[src/rtl/prlm_pkg.sv]
// Shared types and constants for the parallel rank layout mapper.
// Holds the request/result payloads, the layout bundle and the reciprocal table.
// No dependencies.
package prlm_pkg;

  localparam int MAX_AXIS_SIZE = 64;
  localparam int NUM_AXES      = 3;
  localparam int RANK_W        = 18;
  localparam int COORD_W       = 6;
  localparam int GROUP_W       = 12;
  localparam int SIZE_W        = 7;
  localparam int STRIDE_W      = 13;
  localparam int AXIS_W        = 2;
  localparam int RCP_W         = 26;
  localparam int RCP_SHIFT     = 25;
  localparam int RCP_SCALE     = 2 ** RCP_SHIFT;
  localparam int RCP_IDX_W     = $clog2(MAX_AXIS_SIZE);
  localparam int PROD_W        = RANK_W + RCP_W;
  localparam int CFG_IDX_W     = 3;
  localparam int CFG_DATA_W    = 7;

  typedef enum logic [1:0] {
    MODE_RANK    = 2'd0,
    MODE_COORD   = 2'd1,
    MODE_GROUP   = 2'd2,
    MODE_MEMBERS = 2'd3
  } mode_t;

  typedef logic [AXIS_W-1:0] axis_t;

  localparam axis_t AXIS_DATA   = 2'd0;
  localparam axis_t AXIS_TENSOR = 2'd1;
  localparam axis_t AXIS_PIPE   = 2'd2;
  localparam axis_t AXIS_BAD    = 2'd3;

  typedef struct packed {
    mode_t                mode;
    logic [COORD_W-1:0]   coord_data;
    logic [COORD_W-1:0]   coord_tensor;
    logic [COORD_W-1:0]   coord_pipeline;
    logic [RANK_W-1:0]    flat_rank;
    logic [AXIS_W-1:0]    target_axis;
  } prlm_in_t;

  typedef struct packed {
    logic [RANK_W-1:0]    rank_out;
    logic [COORD_W-1:0]   data_out;
    logic [COORD_W-1:0]   tensor_out;
    logic [COORD_W-1:0]   pipeline_out;
    logic [GROUP_W-1:0]   group_out;
    logic                 last;
  } prlm_out_t;

  // ord, psz and rcp are indexed by stride position; esz and st by axis
  typedef struct packed {
    logic [NUM_AXES-1:0][AXIS_W-1:0]   ord;
    logic [NUM_AXES-1:0][SIZE_W-1:0]   esz;
    logic [NUM_AXES-1:0][STRIDE_W-1:0] st;
    logic [NUM_AXES-1:0][SIZE_W-1:0]   psz;
    logic [NUM_AXES-1:0][RCP_W-1:0]    rcp;
  } layout_t;

  typedef struct packed {
    mode_t                            mode;
    logic [NUM_AXES-1:0][COORD_W-1:0] coord;
    logic [RANK_W-1:0]                rank;
    axis_t                            tgt;
    logic                             last;
  } sub_t;

  // floor(x / s) == (x * RCP_TABLE[s-1]) >> RCP_SHIFT for every 18-bit x, s in 1..64
  localparam logic [RCP_W-1:0] RCP_TABLE [MAX_AXIS_SIZE] = '{
    RCP_W'(RCP_SCALE /  1 + 1), RCP_W'(RCP_SCALE /  2 + 1),
    RCP_W'(RCP_SCALE /  3 + 1), RCP_W'(RCP_SCALE /  4 + 1),
    RCP_W'(RCP_SCALE /  5 + 1), RCP_W'(RCP_SCALE /  6 + 1),
    RCP_W'(RCP_SCALE /  7 + 1), RCP_W'(RCP_SCALE /  8 + 1),
    RCP_W'(RCP_SCALE /  9 + 1), RCP_W'(RCP_SCALE / 10 + 1),
    RCP_W'(RCP_SCALE / 11 + 1), RCP_W'(RCP_SCALE / 12 + 1),
    RCP_W'(RCP_SCALE / 13 + 1), RCP_W'(RCP_SCALE / 14 + 1),
    RCP_W'(RCP_SCALE / 15 + 1), RCP_W'(RCP_SCALE / 16 + 1),
    RCP_W'(RCP_SCALE / 17 + 1), RCP_W'(RCP_SCALE / 18 + 1),
    RCP_W'(RCP_SCALE / 19 + 1), RCP_W'(RCP_SCALE / 20 + 1),
    RCP_W'(RCP_SCALE / 21 + 1), RCP_W'(RCP_SCALE / 22 + 1),
    RCP_W'(RCP_SCALE / 23 + 1), RCP_W'(RCP_SCALE / 24 + 1),
    RCP_W'(RCP_SCALE / 25 + 1), RCP_W'(RCP_SCALE / 26 + 1),
    RCP_W'(RCP_SCALE / 27 + 1), RCP_W'(RCP_SCALE / 28 + 1),
    RCP_W'(RCP_SCALE / 29 + 1), RCP_W'(RCP_SCALE / 30 + 1),
    RCP_W'(RCP_SCALE / 31 + 1), RCP_W'(RCP_SCALE / 32 + 1),
    RCP_W'(RCP_SCALE / 33 + 1), RCP_W'(RCP_SCALE / 34 + 1),
    RCP_W'(RCP_SCALE / 35 + 1), RCP_W'(RCP_SCALE / 36 + 1),
    RCP_W'(RCP_SCALE / 37 + 1), RCP_W'(RCP_SCALE / 38 + 1),
    RCP_W'(RCP_SCALE / 39 + 1), RCP_W'(RCP_SCALE / 40 + 1),
    RCP_W'(RCP_SCALE / 41 + 1), RCP_W'(RCP_SCALE / 42 + 1),
    RCP_W'(RCP_SCALE / 43 + 1), RCP_W'(RCP_SCALE / 44 + 1),
    RCP_W'(RCP_SCALE / 45 + 1), RCP_W'(RCP_SCALE / 46 + 1),
    RCP_W'(RCP_SCALE / 47 + 1), RCP_W'(RCP_SCALE / 48 + 1),
    RCP_W'(RCP_SCALE / 49 + 1), RCP_W'(RCP_SCALE / 50 + 1),
    RCP_W'(RCP_SCALE / 51 + 1), RCP_W'(RCP_SCALE / 52 + 1),
    RCP_W'(RCP_SCALE / 53 + 1), RCP_W'(RCP_SCALE / 54 + 1),
    RCP_W'(RCP_SCALE / 55 + 1), RCP_W'(RCP_SCALE / 56 + 1),
    RCP_W'(RCP_SCALE / 57 + 1), RCP_W'(RCP_SCALE / 58 + 1),
    RCP_W'(RCP_SCALE / 59 + 1), RCP_W'(RCP_SCALE / 60 + 1),
    RCP_W'(RCP_SCALE / 61 + 1), RCP_W'(RCP_SCALE / 62 + 1),
    RCP_W'(RCP_SCALE / 63 + 1), RCP_W'(RCP_SCALE / 64 + 1)
  };

endpackage

[src/rtl/prlm_cfg.sv]
// Configuration registers and registered layout derivation (order, sizes,
// strides, reciprocals) for the rank layout mapper. Depends on prlm_pkg.
module prlm_cfg (
  input  logic                             clk,
  input  logic                             rst_n,
  input  logic                             cfg_valid,
  output logic                             cfg_ready,
  input  logic [prlm_pkg::CFG_IDX_W-1:0]   cfg_index,
  input  logic [prlm_pkg::CFG_DATA_W-1:0]  cfg_wdata,
  output prlm_pkg::layout_t                layout
);
  import prlm_pkg::*;

  localparam logic [CFG_IDX_W-1:0] REG_ORDER_FIRST  = 3'd0;
  localparam logic [CFG_IDX_W-1:0] REG_ORDER_SECOND = 3'd1;
  localparam logic [CFG_IDX_W-1:0] REG_ORDER_THIRD  = 3'd2;
  localparam logic [CFG_IDX_W-1:0] REG_SIZE_DATA    = 3'd3;
  localparam logic [CFG_IDX_W-1:0] REG_SIZE_TENSOR  = 3'd4;
  localparam logic [CFG_IDX_W-1:0] REG_SIZE_PIPE    = 3'd5;

  logic [NUM_AXES-1:0][AXIS_W-1:0] order_r;
  logic [NUM_AXES-1:0][SIZE_W-1:0] size_r;
  layout_t                         layout_r;
  layout_t                         layout_nxt;

  assign cfg_ready = 1'b1;
  assign layout    = layout_r;

  always_ff @(posedge clk) begin
    if (!rst_n) begin
      order_r <= {AXIS_PIPE, AXIS_TENSOR, AXIS_DATA};
      size_r  <= {NUM_AXES{SIZE_W'(1)}};
    end else if (cfg_valid && cfg_ready) begin
      unique case (cfg_index)
        REG_ORDER_FIRST:  order_r[0]         <= cfg_wdata[AXIS_W-1:0];
        REG_ORDER_SECOND: order_r[1]         <= cfg_wdata[AXIS_W-1:0];
        REG_ORDER_THIRD:  order_r[2]         <= cfg_wdata[AXIS_W-1:0];
        REG_SIZE_DATA:    size_r[AXIS_DATA]   <= cfg_wdata;
        REG_SIZE_TENSOR:  size_r[AXIS_TENSOR] <= cfg_wdata;
        REG_SIZE_PIPE:    size_r[AXIS_PIPE]   <= cfg_wdata;
        default: ;
      endcase
    end
  end

  always_comb begin
    logic [3:0]                        seen;
    logic [NUM_AXES-1:0][AXIS_W-1:0]   ord;
    logic [NUM_AXES-1:0][SIZE_W-1:0]   esz;
    logic [NUM_AXES-1:0][SIZE_W-1:0]   psz;
    logic [NUM_AXES-1:0][STRIDE_W-1:0] pst;
    logic [2*SIZE_W-1:0]               prod01;
    seen = '0;
    for (int i = 0; i < NUM_AXES; i++) begin
      seen[order_r[i]] = 1'b1;
    end
    // fall back to the natural order unless the order is a permutation
    ord = (seen == 4'b0111) ? order_r : {AXIS_PIPE, AXIS_TENSOR, AXIS_DATA};
    for (int a = 0; a < NUM_AXES; a++) begin
      if (size_r[a] == '0) begin
        esz[a] = SIZE_W'(1);
      end else if (size_r[a] > SIZE_W'(MAX_AXIS_SIZE)) begin
        esz[a] = SIZE_W'(MAX_AXIS_SIZE);
      end else begin
        esz[a] = size_r[a];
      end
    end
    for (int i = 0; i < NUM_AXES; i++) begin
      psz[i] = esz[ord[i]];
    end
    prod01 = (2*SIZE_W)'(psz[0]) * (2*SIZE_W)'(psz[1]);
    pst[0] = STRIDE_W'(1);
    pst[1] = STRIDE_W'(psz[0]);
    pst[2] = prod01[STRIDE_W-1:0];
    layout_nxt.ord = ord;
    layout_nxt.esz = esz;
    layout_nxt.psz = psz;
    layout_nxt.st  = '0;
    for (int i = 0; i < NUM_AXES; i++) begin
      layout_nxt.st[ord[i]] = pst[i];
      layout_nxt.rcp[i]     = RCP_TABLE[RCP_IDX_W'(psz[i] - SIZE_W'(1))];
    end
  end

  always_ff @(posedge clk) begin
    layout_r <= layout_nxt;
  end

endmodule

[src/rtl/prlm_seq.sv]
// Request holding stage and group-member sequencer of the rank layout mapper.
// Expands a member-list request into one pipeline entry per member. Depends on prlm_pkg.
module prlm_seq (
  input  logic                clk,
  input  logic                rst_n,
  input  logic                in_valid,
  output logic                in_stall,
  input  prlm_pkg::prlm_in_t  in_data,
  input  prlm_pkg::layout_t   layout,
  output logic                sub_valid,
  input  logic                sub_ready,
  output prlm_pkg::sub_t      sub
);
  import prlm_pkg::*;

  logic               busy_r;
  prlm_in_t           item_r;
  logic [COORD_W-1:0] cnt_r;
  axis_t              tgt;
  logic [SIZE_W-1:0]  count;
  logic               final_sub;
  logic               issue;
  logic               accept;

  assign tgt       = (item_r.target_axis == AXIS_BAD) ? AXIS_PIPE : item_r.target_axis;
  assign count     = layout.esz[tgt];
  assign final_sub = (item_r.mode != MODE_MEMBERS) || ({1'b0, cnt_r} == count - SIZE_W'(1));
  assign issue     = busy_r && sub_ready;
  assign in_stall  = busy_r && !(sub_ready && final_sub);
  assign accept    = in_valid && !in_stall;
  assign sub_valid = busy_r;

  always_ff @(posedge clk) begin
    if (!rst_n) begin
      busy_r <= 1'b0;
      cnt_r  <= '0;
    end else if (accept) begin
      busy_r <= 1'b1;
      cnt_r  <= '0;
    end else if (issue) begin
      if (final_sub) begin
        busy_r <= 1'b0;
      end else begin
        cnt_r <= cnt_r + COORD_W'(1);
      end
    end
  end

  always_ff @(posedge clk) begin
    if (accept) begin
      item_r <= in_data;
    end
  end

  always_comb begin
    sub.mode  = item_r.mode;
    sub.coord = {item_r.coord_pipeline, item_r.coord_tensor, item_r.coord_data};
    if (item_r.mode == MODE_MEMBERS) begin
      sub.coord[tgt] = cnt_r;
    end
    sub.rank = item_r.flat_rank;
    sub.tgt  = tgt;
    sub.last = final_sub;
  end

endmodule

[src/rtl/prlm_pipe.sv]
// Six-stage arithmetic pipeline of the rank layout mapper: stride products,
// group id and three chained reciprocal divisions, ending in the result register.
// Depends on prlm_pkg.
module prlm_pipe (
  input  logic                 clk,
  input  logic                 rst_n,
  input  logic                 sub_valid,
  output logic                 sub_ready,
  input  prlm_pkg::sub_t       sub,
  input  prlm_pkg::layout_t    layout,
  output logic                 out_valid,
  input  logic                 out_stall,
  output prlm_pkg::prlm_out_t  out_data
);
  import prlm_pkg::*;

  localparam int MPROD_W = COORD_W + STRIDE_W;
  localparam int GB_W    = COORD_W + SIZE_W;
  localparam int QS_W    = RANK_W + SIZE_W;
  localparam int STAGES  = 6;
  localparam int MIDS    = 4;

  typedef struct packed {
    mode_t                            mode;
    logic                             last;
    logic [NUM_AXES-1:0][MPROD_W-1:0] mprod;
    logic [COORD_W-1:0]               ga;
    logic [GB_W-1:0]                  gb;
    logic [PROD_W-1:0]                prod;
    logic [RANK_W-1:0]                rank;
  } s1_t;

  typedef struct packed {
    mode_t                            mode;
    logic                             last;
    logic [RANK_W-1:0]                rank_sum;
    logic [GROUP_W-1:0]               gid;
    logic [NUM_AXES-1:0][COORD_W-1:0] rem;
    logic [RANK_W-1:0]                quo;
    logic [PROD_W-1:0]                prod;
  } mid_t;

  function automatic logic [COORD_W-1:0] rem_of(input logic [RANK_W-1:0] x,
                                                input logic [RANK_W-1:0] q,
                                                input logic [SIZE_W-1:0] s);
    logic [QS_W-1:0] qs;
    qs = QS_W'(q) * QS_W'(s);
    return COORD_W'(x - qs[RANK_W-1:0]);
  endfunction

  logic [STAGES-1:0] vld_r;
  logic [STAGES-1:0] rdy;
  s1_t               s1_r;
  s1_t               s1_nxt;
  mid_t              mid_r   [MIDS];
  mid_t              mid_nxt [MIDS];
  prlm_out_t         out_r;
  prlm_out_t         out_nxt;

  always_comb begin
    rdy[STAGES-1] = !vld_r[STAGES-1] || !out_stall;
    for (int k = STAGES - 2; k >= 0; k--) begin
      rdy[k] = !vld_r[k] || rdy[k+1];
    end
  end

  assign sub_ready = rdy[0];
  assign out_valid = vld_r[STAGES-1];
  assign out_data  = out_r;

  always_ff @(posedge clk) begin
    if (!rst_n) begin
      vld_r <= '0;
    end else begin
      if (rdy[0]) begin
        vld_r[0] <= sub_valid;
      end
      for (int k = 1; k < STAGES; k++) begin
        if (rdy[k]) begin
          vld_r[k] <= vld_r[k-1];
        end
      end
    end
  end

  // stage 1: stride products, group terms, first reciprocal product
  always_comb begin
    axis_t ga_ax;
    axis_t gb_ax;
    if (layout.ord[2] != sub.tgt) begin
      ga_ax = layout.ord[2];
      gb_ax = (layout.ord[1] != sub.tgt) ? layout.ord[1] : layout.ord[0];
    end else begin
      ga_ax = layout.ord[1];
      gb_ax = layout.ord[0];
    end
    s1_nxt.mode = sub.mode;
    s1_nxt.last = sub.last;
    for (int a = 0; a < NUM_AXES; a++) begin
      s1_nxt.mprod[a] = MPROD_W'(sub.coord[a]) * MPROD_W'(layout.st[a]);
    end
    s1_nxt.ga   = sub.coord[ga_ax];
    s1_nxt.gb   = GB_W'(sub.coord[gb_ax]) * GB_W'(layout.esz[ga_ax]);
    s1_nxt.prod = PROD_W'(sub.rank) * PROD_W'(layout.rcp[0]);
    s1_nxt.rank = sub.rank;
  end

  // stages 2 to 5: sums, then alternate quotient/remainder and next reciprocal product
  always_comb begin
    logic [RANK_W-1:0] q;
    mid_nxt[0].mode     = s1_r.mode;
    mid_nxt[0].last     = s1_r.last;
    mid_nxt[0].rank_sum = RANK_W'(s1_r.mprod[0] + s1_r.mprod[1] + s1_r.mprod[2]);
    mid_nxt[0].gid      = GROUP_W'(GB_W'(s1_r.ga) + s1_r.gb);
    q                   = s1_r.prod[RCP_SHIFT +: RANK_W];
    mid_nxt[0].quo      = q;
    mid_nxt[0].rem      = '0;
    mid_nxt[0].rem[0]   = rem_of(s1_r.rank, q, layout.psz[0]);
    mid_nxt[0].prod     = s1_r.prod;

    mid_nxt[1]      = mid_r[0];
    mid_nxt[1].prod = PROD_W'(mid_r[0].quo) * PROD_W'(layout.rcp[1]);

    mid_nxt[2]        = mid_r[1];
    mid_nxt[2].quo    = mid_r[1].prod[RCP_SHIFT +: RANK_W];
    mid_nxt[2].rem[1] = rem_of(mid_r[1].quo, mid_r[1].prod[RCP_SHIFT +: RANK_W],
                               layout.psz[1]);

    mid_nxt[3]      = mid_r[2];
    mid_nxt[3].prod = PROD_W'(mid_r[2].quo) * PROD_W'(layout.rcp[2]);
  end

  // stage 6: last remainder, map positions back to axes, zero unused fields
  always_comb begin
    logic [NUM_AXES-1:0][COORD_W-1:0] rem;
    logic [NUM_AXES-1:0][COORD_W-1:0] axc;
    rem    = mid_r[3].rem;
    rem[2] = rem_of(mid_r[3].quo, mid_r[3].prod[RCP_SHIFT +: RANK_W], layout.psz[2]);
    axc    = '0;
    for (int i = 0; i < NUM_AXES; i++) begin
      axc[layout.ord[i]] = rem[i];
    end
    out_nxt = '0;
    out_nxt.last = mid_r[3].last;
    unique case (mid_r[3].mode)
      MODE_RANK, MODE_MEMBERS: out_nxt.rank_out = mid_r[3].rank_sum;
      MODE_COORD: begin
        out_nxt.data_out     = axc[AXIS_DATA];
        out_nxt.tensor_out   = axc[AXIS_TENSOR];
        out_nxt.pipeline_out = axc[AXIS_PIPE];
      end
      MODE_GROUP: out_nxt.group_out = mid_r[3].gid;
      default: ;
    endcase
  end

  always_ff @(posedge clk) begin
    if (rdy[0]) begin
      s1_r <= s1_nxt;
    end
    for (int k = 0; k < MIDS; k++) begin
      if (rdy[k+1]) begin
        mid_r[k] <= mid_nxt[k];
      end
    end
    if (rdy[STAGES-1]) begin
      out_r <= out_nxt;
    end
  end

endmodule

[src/rtl/parallel_rank_layout_mapper.sv]
// Top level of the parallel rank layout mapper: converts between flat worker
// ranks and data/tensor/pipeline coordinates. Depends on prlm_pkg and the prlm_* modules.
//
// Usage:
//   cfg_*  : register writes (order_first, order_second, order_third, size_data,
//            size_tensor, size_pipeline at indexes 0..5); cfg_ready is always high, a
//            write goes to the config register, then to layout_r. Write only while idle.
//   in_*   : one request per accepted cycle (in_valid high, in_stall low).
//   out_*  : results, taken when out_valid is high and out_stall is low.
// Path: an accepted request is held in the sequencer, then passes stages 1 to 6.
// Throughput: rank, coordinate and group-id requests each become one pipeline
//   entry; a member-list request becomes one entry per group member (1 to 64),
//   and the member sequencer issues one pipeline entry per cycle unless stage 1 stalls.
// The six pipeline stages each hold a valid bit; a stalled result holds in the
//   output register while earlier stages keep filling their empty slots. in_stall
//   rises while a held member list is still being issued or stage 1 cannot accept.
// Reset clears all valid bits, the sequencer and the registers to their
//   defaults (natural order, every size one).
module parallel_rank_layout_mapper (
  input  logic                             clk,
  input  logic                             rst_n,
  input  logic                             cfg_valid,
  output logic                             cfg_ready,
  input  logic [prlm_pkg::CFG_IDX_W-1:0]   cfg_index,
  input  logic [prlm_pkg::CFG_DATA_W-1:0]  cfg_wdata,
  input  logic                             in_valid,
  output logic                             in_stall,
  input  prlm_pkg::prlm_in_t               in_data,
  output logic                             out_valid,
  input  logic                             out_stall,
  output prlm_pkg::prlm_out_t              out_data
);
  import prlm_pkg::*;

  layout_t layout;
  sub_t    sub;
  logic    sub_valid;
  logic    sub_ready;

  prlm_cfg u_cfg (
    .clk       (clk),
    .rst_n     (rst_n),
    .cfg_valid (cfg_valid),
    .cfg_ready (cfg_ready),
    .cfg_index (cfg_index),
    .cfg_wdata (cfg_wdata),
    .layout    (layout)
  );

  prlm_seq u_seq (
    .clk       (clk),
    .rst_n     (rst_n),
    .in_valid  (in_valid),
    .in_stall  (in_stall),
    .in_data   (in_data),
    .layout    (layout),
    .sub_valid (sub_valid),
    .sub_ready (sub_ready),
    .sub       (sub)
  );

  prlm_pipe u_pipe (
    .clk       (clk),
    .rst_n     (rst_n),
    .sub_valid (sub_valid),
    .sub_ready (sub_ready),
    .sub       (sub),
    .layout    (layout),
    .out_valid (out_valid),
    .out_stall (out_stall),
    .out_data  (out_data)
  );

endmodule
[config.mk]
export PLATFORM = sky130hd
export DESIGN_NAME = parallel_rank_layout_mapper
export DESIGN_NICKNAME = d
export VERILOG_FILES = /design/src/rtl/prlm_pkg.sv /design/src/rtl/prlm_cfg.sv /design/src/rtl/prlm_seq.sv /design/src/rtl/prlm_pipe.sv /design/src/rtl/parallel_rank_layout_mapper.sv
export SDC_FILE = /design/constraint.sdc
export NUM_CORES = 2
export LEC_CHECK = 0
export BUFFER_PORTS_ARGS = -buffer_cell sky130_fd_sc_hd__buf_2
export CORE_MARGIN = 2
export CORE_UTILIZATION = 35
export DETAILED_ROUTE_END_ITERATION = 8
export PLACE_DENSITY = 0.48
export SYNTH_ARGS = -nofsm -noshare
export SYNTH_HDL_FRONTEND = slang
export SYNTH_SLANG_ARGS = --single-unit
[constraint.sdc]
create_clock -name clk -period 7.54 [get_ports clk]
set_input_delay 1.131 -clock clk [delete_from_list [all_inputs] [get_ports clk]]
set_output_delay 1.131 -clock clk [all_outputs]
set_load 0.005 [all_outputs]
[After elaboration in Yosys (flattened, before gate mapping)]
Memories as Yosys holds them, arrays and structs flattened. A register that Yosys moved wholly into a read port is not among the register bits.
Index checks and enable logic that the tools add are counted.
Word-level totals
  memory bits (writable): 452
  logic and storage cells: 230
  output and inout bits: 52
  ROM bits: 4992
  memories kept: 4
  register bits after elaboration: 341
  latch bits: 0
Memories
  (name not given): depth 64, bits a word 26, read ports 1, clocked after Yosys merged registers in 1, write ports 0, line prlm_cfg.sv:81  | layout_nxt.rcp[i] = RCP_TABLE[RCP_IDX_W'(psz[i] - SIZE_W'(1))];
  (name not given): depth 64, bits a word 26, read ports 1, clocked after Yosys merged registers in 1, write ports 0, line prlm_cfg.sv:81
  (name not given): depth 64, bits a word 26, read ports 1, clocked after Yosys merged registers in 1, write ports 0, line prlm_cfg.sv:81
  u_pipe.mid_r: depth 4, bits a word 113, read ports 4, clocked after Yosys merged registers in 0, write ports 4, line prlm_pipe.sv:55  | mid_t mid_r [MIDS];
Cells by class
  shifts and indexed selects: 0
  $mul: 11
  reductions and logical operators: 47
  divide/modulo/power cells: 0
  bitwise gates (word level): 8
  $add $sub $neg: 11
  equal/unequal tests: 15
  multiplexer cells: 62
  magnitude comparators: 25
Operators by type and width (number)
  $mul 18x26->44: 3
  $bwmux 39: 2
  $demux 13 s2: 3
  $mux 7: 11
  $bmux 7 s2: 5
  $bwmux 18: 3
  $mul 18x7->6: 3
  $mul 6x13->18: 3
  $demux 6 s2: 4
  $mux 6: 7
  $mux 13: 3
  $add 18x18->18: 2
  $lt 2x3->1 const B: 12
  $bmux 6 s2: 2
  $gt 7x7->1 const B: 3
  $logic_not 7->1: 3
  $not 6->7: 3
  $ge 2x1->1 const B: 10
  $and 18x18->18: 1
  $mux 18: 1
  $sub 6x1->6 const B: 3
  $sub 6x6->6: 3
  $reduce_and 2->1: 8
  $logic_and 1x1->1: 14
  other kinds (25): 67

[Logic depth before layout (Yosys ltp)]
  depth in word-level cells: 14
  mapped depth: 30
  depth with buffers taken out: 25

[By module]
A second synthesis with hierarchy kept.
Unflattened totals
  cell total of the unflattened synthesis: 8451
  area, all modules: 79133.4 sq um
By module, submodules not included
  prlm_pipe: cells each 6409, area an instance 62877.8 sq um, instances 1
  prlm_cfg: cells each 1869, area an instance 13862.0 sq um, instances 1
  prlm_seq: cells each 173, area an instance 2393.5 sq um, instances 1

[Worst setup path after synthesis]
Ideal clock, no wire load.
  kind: register to register
  start: reg u_cfg.layout[47] (netlist name)
  end: mem u_pipe.mid_r[1][42] in the netlist's numbering, data pin
  buffers on the path: 2
  period minus slack after synthesis: 6.731 ns
  data required time: 7.280 ns
  data arrival time: 6.471 ns
  stages on the path, launching flop included: 24
  setup slack: 0.809 ns
  setup time: 0.260 ns
  cells stage by stage: dfxtp_1 > clkbuf_1 > clkbuf_1 > nand2_1 > fa_1 > fa_1 > inv_1 > fa_1 > fa_1 > fa_1 > inv_1 > fa_1 > inv_1 > ha_1 > a22oi_1 > nand3b_1 > or3_1 > a2111oi_0 > a21oi_1 > o41a_1 > a21bo_2 > a21oi_1 > o21bai_1 > xnor2_1
RTL lines (line)
  to (decl): prlm_pipe.sv:55

==> flow_metrics.tcl <==
set metrics [dict create \
    dp.cells 11200 \
    regArea_um2 16900 \
    netlist-cell-type-count 97 \
    holdWs_ns 0.400 \
    r2r_end "u_pipe.mid_r[1][42]$_DFFE_PP_" \
    clkSinkCount 630 \
    syn_avg_cell_area_um2 9.36 \
    syn_inst 8321 \
    yosys.area.top_type "fa_1" \
    place_congestion 0.862 \
    h-tree-depth 3 \
    syn_nets 10200 \
    ctsRootBufferMaster "clkbuf_16" \
    finalHoldViolations 0 \
    power_density_nw_per_um2 297 \
    grt_usage_pct 20.0 \
    cts_buffers 79 \
    grt_pass1_vias 59400 \
    wl_um 223000 \
    setup_tns_ns 0 \
    clock.fmax_mhz 141 \
    clk_pin_slew_ns 0.06 \
    yosys-top-cells-area "fa_1, edfxtp_1, ha_1, inv_1, nand2_1" \
    r2r-start "u_pipe.mid_r[0][50]$_DFFE_PP_" \
    instances_no_fill 11400 \
    postRouteAntennaNets 0 \
    die_w_um 476 \
    die-area_um2 226000 \
    synth_top_area_share_pct 32.9 \
    status "complete, no violations" \
    peakVddDrop_v 0.000246 \
    syn2layout_area_growth_pct 9.61 \
    rsz0062_at_grt "no" \
    setup_viol 0 \
    worstSetupStartpointType "flip-flop" \
    worst-slew-pin-transition_ns 1.22 \
    relSlewSlack_pct 18.9 \
    ctsHoldBuffers 0 \
    path_max_fanout 16 \
    num_rows 173 \
    antenna_found_initial 14 \
    startpoint "u_pipe.mid_r[0][50]$_DFFE_PP_" \
    ys_seq_area_share_pct 21.7 \
    layout_min_cycle_time_ns 7.11 \
    port_buffers 105 \
    synth_seq_cells 630 \
    overflow 0 \
    num_vias 56400 \
    via_per_inst 4.95 \
    skew_ns 0.0603 \
    design_area_um2 85300 \
    cap_violations 0 \
    syn_area_um2 77900 \
    cts_buffer_depth 3 \
    drive_above_1_share_pct 6.67 \
    tritoncts "yes" \
    critical_path_class "flip-flop to flip-flop" \
    hold_path.class "flip-flop to flip-flop" \
    yosysMostFrequentCell "inv_1" \
    ys.flop_type "edfxtp_1" \
    min-delay-start "u_pipe.mid_nxt[379]$_DFFE_PN_" \
    wire_per_inst_um 19.5 \
    ios 107 \
    core_um2 222000 \
    postPlaceCellArea_um2 82600 \
    initial_utilization_pct 35.1 \
    yosysWarnings 0 \
    insertion_delay_ns 0.73 \
    rrSetupSlack_ns 0.43 \
    multi_input_area_um2 53400 \
    nets 10200 \
    cts_resized 0 \
    place_hpwl_um 177000 \
    final.fill_count 22500 \
    ys_top_cells_by_count "inv_1, nand2_1, fa_1" \
    drc 0 \
    die_h_um 476 \
    end_kind "flip-flop" \
    arrival_ns 7.55 \
    synth-edff-count 428 \
    dr.pass1.iters 6 \
    hold_path_depth 0 \
    post-cts-setup-buffers 0 \
    grt_pass1_wl_um 351000 \
    final_max_slew_viol_count 0 \
    ys_async_sr_fraction_pct 0 \
    p_leak_nw 39.8 \
    fin_crit_sh_pct 94.4 \
    holdPathEnd "u_pipe.mid_r[0][59]$_DFFE_PP_" \
    drt_iter0_markers 3682 \
    grt_max_degree 64 \
    crit_required_ns 7.98 \
    rr_worst_depth 23 \
]
==> registers in the layout, indices dropped and copies added (netlist names) <==
signal,count
u_pipe.mid_r,240
u_cfg.layout,162
u_pipe.s1_r,78
u_pipe.out_data,49
u_cfg.size_r,21
u_pipe.mid_nxt,21
u_seq.item_r,20
u_seq.sub,20
u_cfg.order_r,6
u_pipe.vld_r,6
u_seq.cnt_r,6
u_seq.sub_valid,1
==> placed cells by master, fill, tap and decap left out, types with 187 or more instances in the layout <==
cell / Yosys / routed
inv_1: 1601 / 1599
nand2_1: 1391 / 1388
fa_1: 1281 / 1281
and2_1: 610 / 610
ha_1: 525 / 525
edfxtp_1: 428 / 428
a21oi_1: 268 / 267
nor2_1: 250 / 248
buf_4: 2 / 243
dfxtp_1: 202 / 202
o21ai_0: 194 / 189
xnor2_1: 192 / 187
==> how the worst max path moves through the flow <==
stage / cells past startpoint / slack (ns) / end
5_1_grt: 25 / 0.05 / u_pipe.mid_r[3][30]$_DFFE_PP_
2_1_floorplan: 23 / 0.81 / u_pipe.mid_r[1][42]$_DFFE_PP_
3_3_place_gp: 23 / 0.42 / u_pipe.mid_r[1][42]$_DFFE_PP_
6_report: 23 / 0.43 / u_pipe.mid_r[1][42]$_DFFE_PP_
4_1_cts: 25 / 0.40 / u_pipe.mid_r[3][30]$_DFFE_PP_
3_5_place_dp: 23 / 0.43 / u_pipe.mid_r[1][42]$_DFFE_PP_
==> report_power, final <==
part           leakage (nW)  internal, mW  total [mW]  switching [mW]
combinational          32.1          6.51        15.7            9.17
clock                  1.33          2.35        4.02            1.67
sequential             6.41          4.76        5.65           0.896
total                  39.8          13.6        25.3            11.7
==> worst max-delay path: stages (launching register included) <==
cell	delay, ns
edfxtp_1	0.57
buf_4	0.27
and2_1	0.19
fa_1	0.53
inv_1	0.05
fa_1	0.40
fa_1	0.56
inv_1	0.06
fa_1	0.50
fa_1	0.49
inv_1	0.05
fa_1	0.47
inv_1	0.04
ha_1	0.30
o211ai_1	0.24
nor2_1	0.07
or3_1	0.43
a2111oi_0	0.42
a21oi_1	0.15
o41a_1	0.39
a21bo_2	0.23
a21oi_1	0.22
o21bai_1	0.10
xnor2_1	0.12
==> layer usage <==
metal	global-route usage (%)	vias to the layer above	part of all wire, %
met2	33.7	1521	48
met5	0	-	0.0058
met3	2.47	310	4.9
met1	27.1	28600	44
met4	5.19	2	2.8
li1	-	26000	-
==> area by class of cell <==
type,count,area share (%)
clock inverter,43,0.619
antenna,5,0.0147
inverter,1618,7.12
timing repair buffer,354,2.89
clock buffer,103,2.59
sequential,630,19.8
tap,2975,4.36
multi-input combinational,5661,62.6
==> stage by stage <==
| step | utilization, % | worst slack, ns | total power [mW] |
|---|---|---|---|
| floorplan | - | 0.809 | 16.4 |
| global placement | 37.3 | 0.423 | 21.6 |
| detailed placement | 37.3 | 0.431 | 21.7 |
| CTS | 38.5 | 0.395 | 26.0 |
| global route | 38.5 | 0.0534 | 28.4 |
| finish | 38.5 | 0.426 | 25.3 |
==> cells by family (layout without fill, tap and decap cells) <==
family          Yosys count  count (layout)  synth area share [%]
mux                      75              75                  1.07
other cells               1               6               0.00482
flops                   630             630                  21.7
xor+xnor                251             251                  2.84
buf+inv                2030            2118                  9.85
compound gates          954             954                  7.89
fa+ha+maj              1806            1806                  41.4
simple gates           2574            2574                  15.3
No activity file was read; power rests on OpenSTA's default activity.
